`src/sv/urtb_pkg.sv`:
```
// shared types and codes for the serial port transmit/receive queues
package urtb_pkg;

  // request kinds
  typedef enum logic [1:0] {
    CMD_WRITE    = 2'd0,
    CMD_READ     = 2'd1,
    CMD_TX_EMPTY = 2'd2,
    CMD_RX_BYTE  = 2'd3
  } cmd_t;

  // result status codes
  typedef enum logic [1:0] {
    RES_OK    = 2'd0,
    RES_FULL  = 2'd1,
    RES_EMPTY = 2'd2
  } res_t;

  // controller states
  typedef enum logic [1:0] {
    S_IDLE = 2'd0,
    S_EXEC = 2'd1,
    S_LOAD = 2'd2
  } state_t;

  localparam int unsigned BYTE_W = 8;

  // commands from controller to datapath
  typedef struct packed {
    logic capture;
    logic latch;
    logic load_out;
    logic tx_push;
    logic tx_pop;
    logic tx_stop;
    logic rx_push;
    logic rx_pop;
    res_t res;
    logic rvalid;
    logic lvalid;
  } ctl_t;

  // status from datapath to controller
  typedef struct packed {
    cmd_t cmd;
    logic tx_full;
    logic tx_empty;
    logic rx_full;
    logic rx_empty;
    logic out_busy;
  } sts_t;

endpackage

```
`src/sv/urtb_ram.sv`:
```
// generic single-write, single-read memory with registered read data
module urtb_ram #(
  parameter int unsigned WIDTH = 8,
  parameter int unsigned DEPTH = 64
) (
  input  logic                     clk,
  input  logic                     we,
  input  logic [$clog2(DEPTH)-1:0] waddr,
  input  logic [WIDTH-1:0]         wdata,
  input  logic                     re,
  input  logic [$clog2(DEPTH)-1:0] raddr,
  output logic [WIDTH-1:0]         rdata
);

  logic [WIDTH-1:0] mem [DEPTH];

  // write port
  always_ff @(posedge clk) begin
    if (we) begin
      mem[waddr] <= wdata;
    end
  end

  // registered read port, holds when idle
  always_ff @(posedge clk) begin
    if (re) begin
      rdata <= mem[raddr];
    end
  end

endmodule

```
`src/sv/urtb_dp.sv`:
```
// datapath: queue pointers, byte stores, interrupt flags and result register
module urtb_dp #(
  parameter int unsigned TX_DEPTH = 64,
  parameter int unsigned RX_DEPTH = 64
) (
  input  logic                           clk,
  input  logic                           rst,
  input  urtb_pkg::ctl_t                 ctl,
  output urtb_pkg::sts_t                 sts,
  input  logic [1:0]                     cmd,
  input  logic [urtb_pkg::BYTE_W-1:0]    data_in,
  output logic                           out_valid,
  input  logic                           out_stall,
  output logic [1:0]                     status,
  output logic [urtb_pkg::BYTE_W-1:0]    data_out,
  output logic                           read_valid,
  output logic                           line_valid,
  output logic                           tx_irq_enabled,
  output logic                           rx_available
);
  import urtb_pkg::*;

  localparam int unsigned TX_AW = $clog2(TX_DEPTH);
  localparam int unsigned RX_AW = $clog2(RX_DEPTH);
  localparam logic [TX_AW-1:0] TX_LAST = TX_AW'(TX_DEPTH - 1);
  localparam logic [RX_AW-1:0] RX_LAST = RX_AW'(RX_DEPTH - 1);

  cmd_t              cmd_q;
  logic [BYTE_W-1:0] data_q;

  // slot index plus wrap phase per pointer
  logic [TX_AW-1:0] tx_head;
  logic             tx_head_ph;
  logic [TX_AW-1:0] tx_tail;
  logic             tx_tail_ph;
  logic [RX_AW-1:0] rx_head;
  logic             rx_head_ph;
  logic [RX_AW-1:0] rx_tail;
  logic             rx_tail_ph;

  logic restart_mark;
  logic tx_irq_on;

  res_t pend_res;
  logic pend_rvalid;
  logic pend_lvalid;

  logic [BYTE_W-1:0] tx_rdata;
  logic [BYTE_W-1:0] rx_rdata;

  logic tx_full, tx_empty, rx_full, rx_empty;

  // fill state from pointer compare
  assign tx_empty = (tx_head == tx_tail) && (tx_head_ph == tx_tail_ph);
  assign tx_full  = (tx_head == tx_tail) && (tx_head_ph != tx_tail_ph);
  assign rx_empty = (rx_head == rx_tail) && (rx_head_ph == rx_tail_ph);
  assign rx_full  = (rx_head == rx_tail) && (rx_head_ph != rx_tail_ph);

  always_comb begin
    sts.cmd      = cmd_q;
    sts.tx_full  = tx_full;
    sts.tx_empty = tx_empty;
    sts.rx_full  = rx_full;
    sts.rx_empty = rx_empty;
    sts.out_busy = out_valid && out_stall;
  end

  // request capture
  always_ff @(posedge clk) begin
    if (ctl.capture) begin
      cmd_q  <= cmd_t'(cmd);
      data_q <= data_in;
    end
  end

  // byte stores
  urtb_ram #(.WIDTH(BYTE_W), .DEPTH(TX_DEPTH)) u_tx_ram (
    .clk   (clk),
    .we    (ctl.tx_push),
    .waddr (tx_head),
    .wdata (data_q),
    .re    (ctl.tx_pop),
    .raddr (tx_tail),
    .rdata (tx_rdata)
  );

  urtb_ram #(.WIDTH(BYTE_W), .DEPTH(RX_DEPTH)) u_rx_ram (
    .clk   (clk),
    .we    (ctl.rx_push),
    .waddr (rx_head),
    .wdata (data_q),
    .re    (ctl.rx_pop),
    .raddr (rx_tail),
    .rdata (rx_rdata)
  );

  // transmit pointers
  always_ff @(posedge clk) begin
    if (rst) begin
      tx_head    <= '0;
      tx_head_ph <= 1'b0;
      tx_tail    <= '0;
      tx_tail_ph <= 1'b0;
    end else begin
      if (ctl.tx_push) begin
        if (tx_head == TX_LAST) begin
          tx_head    <= '0;
          tx_head_ph <= ~tx_head_ph;
        end else begin
          tx_head <= tx_head + 1'b1;
        end
      end
      if (ctl.tx_pop) begin
        if (tx_tail == TX_LAST) begin
          tx_tail    <= '0;
          tx_tail_ph <= ~tx_tail_ph;
        end else begin
          tx_tail <= tx_tail + 1'b1;
        end
      end
    end
  end

  // receive pointers
  always_ff @(posedge clk) begin
    if (rst) begin
      rx_head    <= '0;
      rx_head_ph <= 1'b0;
      rx_tail    <= '0;
      rx_tail_ph <= 1'b0;
    end else begin
      if (ctl.rx_push) begin
        if (rx_head == RX_LAST) begin
          rx_head    <= '0;
          rx_head_ph <= ~rx_head_ph;
        end else begin
          rx_head <= rx_head + 1'b1;
        end
      end
      if (ctl.rx_pop) begin
        if (rx_tail == RX_LAST) begin
          rx_tail    <= '0;
          rx_tail_ph <= ~rx_tail_ph;
        end else begin
          rx_tail <= rx_tail + 1'b1;
        end
      end
    end
  end

  // restart mark and transmit interrupt enable
  always_ff @(posedge clk) begin
    if (rst) begin
      restart_mark <= 1'b0;
      tx_irq_on    <= 1'b1;
    end else begin
      if (ctl.tx_push && restart_mark) begin
        restart_mark <= 1'b0;
        tx_irq_on    <= 1'b1;
      end else if (ctl.tx_pop) begin
        restart_mark <= 1'b0;
      end else if (ctl.tx_stop) begin
        restart_mark <= 1'b1;
        tx_irq_on    <= 1'b0;
      end
    end
  end

  // pending result while the store read completes
  always_ff @(posedge clk) begin
    if (ctl.latch) begin
      pend_res    <= ctl.res;
      pend_rvalid <= ctl.rvalid;
      pend_lvalid <= ctl.lvalid;
    end
  end

  // output register valid
  always_ff @(posedge clk) begin
    if (rst) begin
      out_valid <= 1'b0;
    end else if (ctl.load_out) begin
      out_valid <= 1'b1;
    end else if (!out_stall) begin
      out_valid <= 1'b0;
    end
  end

  // output register payload
  always_ff @(posedge clk) begin
    if (ctl.load_out) begin
      status         <= pend_res;
      read_valid     <= pend_rvalid;
      line_valid     <= pend_lvalid;
      tx_irq_enabled <= tx_irq_on;
      rx_available   <= !rx_empty;
      if (pend_rvalid) begin
        data_out <= rx_rdata;
      end else if (pend_lvalid) begin
        data_out <= tx_rdata;
      end else begin
        data_out <= '0;
      end
    end
  end

  // checks
  a_one_kind: assert property (@(posedge clk) disable iff (rst)
    out_valid |-> !(read_valid && line_valid))
    else $error("read and line byte flagged together");

  a_zero_data: assert property (@(posedge clk) disable iff (rst)
    (out_valid && !read_valid && !line_valid) |-> (data_out == '0))
    else $error("data_out not zero without a byte");

  a_no_overrun: assert property (@(posedge clk) disable iff (rst)
    !((ctl.tx_push && tx_full) || (ctl.rx_push && rx_full)))
    else $error("push into full queue");

  a_no_underrun: assert property (@(posedge clk) disable iff (rst)
    !((ctl.tx_pop && tx_empty) || (ctl.rx_pop && rx_empty)))
    else $error("pop from empty queue");

endmodule

```
`src/sv/urtb_ctrl.sv`:
```
// controller: request sequencing and queue command decode
module urtb_ctrl (
  input  logic           clk,
  input  logic           rst,
  input  logic           in_valid,
  output logic           in_stall,
  input  urtb_pkg::sts_t sts,
  output urtb_pkg::ctl_t ctl
);
  import urtb_pkg::*;

  state_t state, state_next;

  // state register
  always_ff @(posedge clk) begin
    if (rst) begin
      state <= S_IDLE;
    end else begin
      state <= state_next;
    end
  end

  // next state and commands
  always_comb begin
    state_next = state;
    in_stall   = 1'b1;
    ctl        = '0;
    ctl.res    = RES_OK;
    unique case (state)
      S_IDLE: begin
        in_stall = 1'b0;
        if (in_valid) begin
          ctl.capture = 1'b1;
          state_next  = S_EXEC;
        end
      end
      S_EXEC: begin
        ctl.latch  = 1'b1;
        state_next = S_LOAD;
        unique case (sts.cmd)
          CMD_WRITE: begin
            if (sts.tx_full) begin
              ctl.res = RES_FULL;
            end else begin
              ctl.tx_push = 1'b1;
            end
          end
          CMD_READ: begin
            if (sts.rx_empty) begin
              ctl.res = RES_EMPTY;
            end else begin
              ctl.rx_pop = 1'b1;
              ctl.rvalid = 1'b1;
            end
          end
          CMD_TX_EMPTY: begin
            if (sts.tx_empty) begin
              ctl.tx_stop = 1'b1;
            end else begin
              ctl.tx_pop = 1'b1;
              ctl.lvalid = 1'b1;
            end
          end
          CMD_RX_BYTE: begin
            if (sts.rx_full) begin
              ctl.res = RES_FULL;
            end else begin
              ctl.rx_push = 1'b1;
            end
          end
        endcase
      end
      S_LOAD: begin
        if (!sts.out_busy) begin
          ctl.load_out = 1'b1;
          state_next   = S_IDLE;
        end
      end
      default: begin
        state_next = S_IDLE;
      end
    endcase
  end

  // checks
  a_exec_follows: assert property (@(posedge clk) disable iff (rst)
    ctl.capture |=> (state == S_EXEC))
    else $error("accepted request not executed");

  a_single_queue_op: assert property (@(posedge clk) disable iff (rst)
    $countones({ctl.tx_push, ctl.tx_pop, ctl.tx_stop, ctl.rx_push, ctl.rx_pop}) <= 1)
    else $error("more than one queue operation in a step");

  a_load_held: assert property (@(posedge clk) disable iff (rst)
    (state == S_LOAD && sts.out_busy) |=> (state == S_LOAD))
    else $error("result lost while output stalled");

endmodule

```
`src/sv/uart_tx_rx_ring_buffers_top.sv`:
```
// top level: serial port transmit and receive byte queues
//
//  channel | valid     | stall     | payload
//  in      | in_valid  | in_stall  | cmd, data_in
//  out     | out_valid | out_stall | status, data_out, read_valid, line_valid,
//          |           |           | tx_irq_enabled, rx_available
//
// a request passes through accept, queue step and result load in turn; the store
// read is registered, so the byte is taken into the read register as the pointer steps.
// a new request is accepted while the previous result still waits on out_stall;
// the result load then waits until the output register is free.
// rst is synchronous: pointers empty, restart mark clear, interrupt enable set.
// stores need no clearing pass: no read reaches an entry never written.
module uart_tx_rx_ring_buffers_top #(
  parameter int unsigned TX_DEPTH = 64,
  parameter int unsigned RX_DEPTH = 64
) (
  input  logic                        clk,
  input  logic                        rst,
  input  logic                        in_valid,
  output logic                        in_stall,
  input  logic [1:0]                  cmd,
  input  logic [urtb_pkg::BYTE_W-1:0] data_in,
  output logic                        out_valid,
  input  logic                        out_stall,
  output logic [1:0]                  status,
  output logic [urtb_pkg::BYTE_W-1:0] data_out,
  output logic                        read_valid,
  output logic                        line_valid,
  output logic                        tx_irq_enabled,
  output logic                        rx_available
);
  import urtb_pkg::*;

  ctl_t ctl;
  sts_t sts;

  // sequencing
  urtb_ctrl u_ctrl (
    .clk      (clk),
    .rst      (rst),
    .in_valid (in_valid),
    .in_stall (in_stall),
    .sts      (sts),
    .ctl      (ctl)
  );

  // queues and result register
  urtb_dp #(.TX_DEPTH(TX_DEPTH), .RX_DEPTH(RX_DEPTH)) u_dp (
    .clk            (clk),
    .rst            (rst),
    .ctl            (ctl),
    .sts            (sts),
    .cmd            (cmd),
    .data_in        (data_in),
    .out_valid      (out_valid),
    .out_stall      (out_stall),
    .status         (status),
    .data_out       (data_out),
    .read_valid     (read_valid),
    .line_valid     (line_valid),
    .tx_irq_enabled (tx_irq_enabled),
    .rx_available   (rx_available)
  );

endmodule
```
`config.mk`:
```
export PLATFORM = sky130hd
export DESIGN_NAME = uart_tx_rx_ring_buffers_top
export DESIGN_NICKNAME = d
export VERILOG_FILES = /design/src/sv/urtb_pkg.sv /design/src/sv/urtb_ram.sv /design/src/sv/urtb_dp.sv /design/src/sv/urtb_ctrl.sv /design/src/sv/uart_tx_rx_ring_buffers_top.sv
export SDC_FILE = /design/constraint.sdc
export NUM_CORES = 1
export LEC_CHECK = 0
export BUFFER_PORTS_ARGS = -buffer_cell sky130_fd_sc_hd__buf_2
export CORE_MARGIN = 8
export CORE_UTILIZATION = 59
export CTS_BUF_LIST = sky130_fd_sc_hd__clkbuf_8
export CTS_CLUSTER_SIZE = 16
export DETAILED_ROUTE_END_ITERATION = 10
export PLACE_DENSITY_LB_ADDON = 0.2
export SYNTH_ARGS = -nofsm -noshare
export SYNTH_HDL_FRONTEND = slang
export SYNTH_HIERARCHICAL = 1
export SYNTH_SLANG_ARGS = --single-unit
```
`constraint.sdc`:
```
create_clock -name clk -period 2.6 [get_ports clk]
set_input_delay 0.13 -clock clk [delete_from_list [all_inputs] [get_ports clk]]
set_output_delay 0.13 -clock clk [all_outputs]
set_load 0.005 [all_outputs]
```
==> impl_results.rst <==
.. list-table::
   :header-rows: 1

   * - Metric
     - Value
   * - Outcome
     - finished with violations
   * - Failing checks
     - negative setup slack
   * - Height of the die
     - 286 um
   * - Post-synthesis average cell area
     - 20.4 um2
   * - Number of port buffers
     - 29
   * - Placed wire-length estimate after detailed placement
     - 56700 um
   * - Worst Tran Pin Value
     - 1.05 ns
   * - Initial core utilization
     - 59.4%
   * - Hold violation total from the final report
     - 0
   * - Final setup skew
     - 0.0211 ns
   * - Worst slew margin
     - 29.4%
   * - Crit Reg-Reg Endpoint
     - u_dp/u_rx_ram/mem[62][3]$_DFFE_PP_
   * - Share of the cycle needed by the critical path after routing
     - 102%
   * - Worst path buffer plus inverter count
     - 1
   * - Non-Filler Instances
     - 3464
   * - R2R Path Start
     - u_dp/rx_tail[1]$_SDFFE_PP0P_
   * - List of cells traversed by the critical path
     - xnor2_1, nand4_1, nor3b_1, and4b_1, nor2b_1, nand3_1, buf_4, nor2_1
   * - Fraction of final layout cells with drive strength greater than 1
     - 32.9%
   * - Routed vias/inst
     - 6.35
   * - CP peak stage delay
     - 0.62 ns
   * - Endpoint class of the critical path
     - flop
   * - Area share of the leading cell type in the synthesized netlist
     - 74.3%
   * - Unrepaired setup endpoints after global routing
     - yes
   * - Number of DRC violations after detailed-routing iteration 0
     - 2291
   * - Endpoint required time on the critical path
     - 3.00 ns
   * - Die span in x
     - 286 um
   * - Max-capacitance violation count
     - 0
   * - Length of the first detailed-routing pass in iterations
     - 6
   * - Count of flip-flops with a built-in enable after synthesis
     - 1068
   * - Post-synthesis instance total
     - 2116
   * - Leak pwr
     - 15.1 nW
   * - Cell Area, Synth
     - 43200 um2
   * - Max Fanout on Critical Path
     - 8
   * - Clock network latency to the later pin of the worst-skew pair
     - 0.79 ns
   * - Tightest hold margin
     - 0.0665 ns
   * - GR Overflow Total
     - 0
   * - Number of synthesized register bits
     - 1101
   * - Internal reg-to-reg setup slack
     - -0.04 ns
   * - Setup Viol. Count Final
     - 36
   * - Number of clock sinks
     - 1101
   * - Cell area after layout
     - 49300 um2
   * - Critical Path Source
     - u_dp/rx_tail[1]$_SDFFE_PP0P_
   * - Hold path startpoint
     - data_in[3]
   * - Element type at the critical path start
     - flop
   * - Deepest level of the CTS H-tree
     - 4
   * - Post-synth top area cell
     - sky130_fd_sc_hd__edfxtp_1
   * - Core footprint
     - 72700 um2
   * - Die Footprint
     - 82100 um2
   * - Number of antenna violations at the first check in global routing
     - 4
   * - Master cell of the clock root buffer
     - sky130_fd_sc_hd__clkbuf_8
   * - Synth cell count leaders
     - sky130_fd_sc_hd__edfxtp_1, sky130_fd_sc_hd__mux4_2, sky130_fd_sc_hd__nor2_1, sky130_fd_sc_hd__nand2_1, sky130_fd_sc_hd__mux2i_1
   * - Predominant post-synthesis flop cell
     - sky130_fd_sc_hd__edfxtp_1
   * - Minimum setup slack after placement
     - -0.301 ns
   * - Vias post-DR
     - 22000
   * - Cell Rows
     - 99
   * - Clock Path Buffers
     - 3
   * - Pwr Density
     - 680 nW/um2
   * - Global-route wire length before repair
     - 143000 um
   * - End-of-flow core utilization
     - 67.8%
   * - Maximum operating frequency
     - 0.379 GHz
   * - Final weighted congestion in routability-driven placement
     - 0.868
   * - FFs w/ async S/R, synth
     - 0%
   * - Startpoint-to-endpoint class of the critical path
     - flop to flop
   * - Clock buffers created by TritonCTS
     - 170
   * - Most instantiated library cell after synthesis
     - sky130_fd_sc_hd__edfxtp_1
   * - CTS tree
     - done
   * - Cell Count Post-Placement
     - 3119
   * - Number of pins exceeding their max-slew limit in the final report
     - 0
   * - Crit path arrival time
     - 3.04 ns
   * - Delay-heaviest family, CP
     - simple AND/OR/NAND/NOR gates
   * - Synthesized Nets
     - 2134
   * - Placed cell areas
     - 45000 um2
   * - Min-Delay Path Depth
     - 2
   * - Maximum number of pins on one net before global-route repair
     - 129
   * - Portion of the post-synthesis area used by sequential elements
     - 75.8%
   * - Worst hold-check path type
     - input port to flop
   * - ANT nets after route
     - 0
   * - Final period demand of the worst path
     - 2.64 ns
   * - Global-route total usage across every layer
     - 23.4%
   * - Routed wire length per instance
     - 27.8 um
   * - Max rail drop VDD
     - 0.369 mV
   * - Total length of routed wires
     - 96200 um
   * - Setup WS post-layout
     - -0.0395 ns
   * - Area added between synthesis and finish
     - 14.2%
   * - Top post-synthesis cells by area
     - sky130_fd_sc_hd__edfxtp_1, sky130_fd_sc_hd__mux4_2, sky130_fd_sc_hd__nor2_1, sky130_fd_sc_hd__dfxtp_1, sky130_fd_sc_hd__mux2i_1
   * - Capture endpoint of the worst hold path
     - u_dp/data_q[3]$_DFFE_PP_
   * - Cell count of the worst reg-to-reg path
     - 8
   * - Slowest stage cell, crit path
     - sky130_fd_sc_hd__nor2_1
   * - Final net count
     - 2391
   * - Number of DRC violations after detailed routing
     - 0
   * - Number of synthesis warnings
     - 6
   * - Register clock-pin slew on the reported worst setup and hold paths
     - 0.06 ns
   * - Count of different cell masters after synthesis
     - 54
   * - Count of pins on the block boundary
     - 30
   * - Vias in the first global route
     - 22400
[where the power goes]
part / switching, mW / internal [mW]
Clock: 6.32 / 6.74
Sequential: 0.0307 / 19.5
Combinational: 0.592 / 0.274
[area by class of cell]
cell class | count | area (um2)
Clock buffer | 179 | 2460
Sequential cell | 1101 | 32800
Antenna cell | 1 | 2.50
Inverter | 1 | 3.75
Multi-Input combinational cell | 895 | 10300
Fill cell | 4498 | 23400
Tap cell | 959 | 1200
Clock inverter | 124 | 626
Timing Repair Buffer | 204 | 1970
[through the flow]
step | power [mW] | TNS (ns)
floorplan | 20.4 | 0
global placement | 20.7 | -23.36
detailed placement | 20.7 | -41.83
CTS | 33.8 | -3.16
global route | 34.6 | -9.91
finish | 33.5 | -0.772
[layout by cell type, fill, tap and decap left out, drive strengths merged, types with 9 or more instances in the layout]
master	count
inv	54
nand2	54
mux4	252
o22ai	16
edfxtp	1068
mux2	30
clkbuf	182
nand4	14
nor2	189
xnor2	16
nand3	39
dfxtp	33
dlygate4sd3	19
o21ai	9
xor2	14
nor2b	34
buf	178
clkinv	63
nor3	24
mux2i	50
o221ai	16
a221oi	12
nand2b	16
[logic make-up (layout without fill, tap and decap cells)]
| family | count (synthesis) | in the layout | synth area share [%] |
|---|---|---|---|
| adders and majority gates | 4 | 4 | 0.116 |
| AOI/OAI and AO/OA | 124 | 124 | 2.21 |
| buffers and inverters | 120 | 508 | 1.71 |
| DFF | 1101 | 1101 | 75.8 |
| muxes | 332 | 332 | 15.1 |
| xor gates and xnor gates | 30 | 30 | 0.609 |
| other | 0 | 1 | 0 |
| and+or+nand+nor | 405 | 405 | 4.42 |
[routing by layer]
layer  GRT usage, %  vias to the layer above  routed length (um)
met5              0                        -                   0
li1               -                     9255                   -
met2           36.6                     1044               46800
met4           6.36                        0                1690
met1           33.7                    11600               39500
met3           5.23                      130                8310
[flip-flops by register name, indices dropped and copies added (netlist names), 6 cells and up]
name / count
u_dp/u_tx_ram/mem: 512
u_dp/tx_head: 6
u_dp/data_q: 8
u_dp/rx_tail: 6
u_dp/data_out: 8
u_dp/u_tx_ram/rdata: 8
u_dp/u_rx_ram/rdata: 8
u_dp/u_rx_ram/mem: 512
u_dp/rx_head: 6
u_dp/tx_tail: 6
[worst max path at each step]
stage                                                     to  slack (ns)  cells after the start
after floorplan           u_dp/u_tx_ram/mem[62][0]$_DFFE_PP_        0.01                      8
after global placement      u_dp/u_tx_ram/rdata[3]$_DFFE_PP_       -0.30                      6
after detailed placement    u_dp/u_tx_ram/rdata[3]$_DFFE_PP_       -0.30                      6
after CTS                 u_dp/u_tx_ram/mem[15][7]$_DFFE_PP_       -0.08                      6
after global routing       u_dp/u_rx_ram/mem[6][7]$_DFFE_PP_       -0.23                      8
final                     u_dp/u_rx_ram/mem[62][3]$_DFFE_PP_       -0.04                      8
[repair_timing]
action	4_1_cts	5_1_grt
hold endpoints to repair	55	0
gates cloned	4	2
resized for setup	83	111
pin swaps	0	1
endpoints found under the setup margin	485	676
buffers inserted	10	6
hold buffers	19	0
Power figures use the tool's default switching activity.
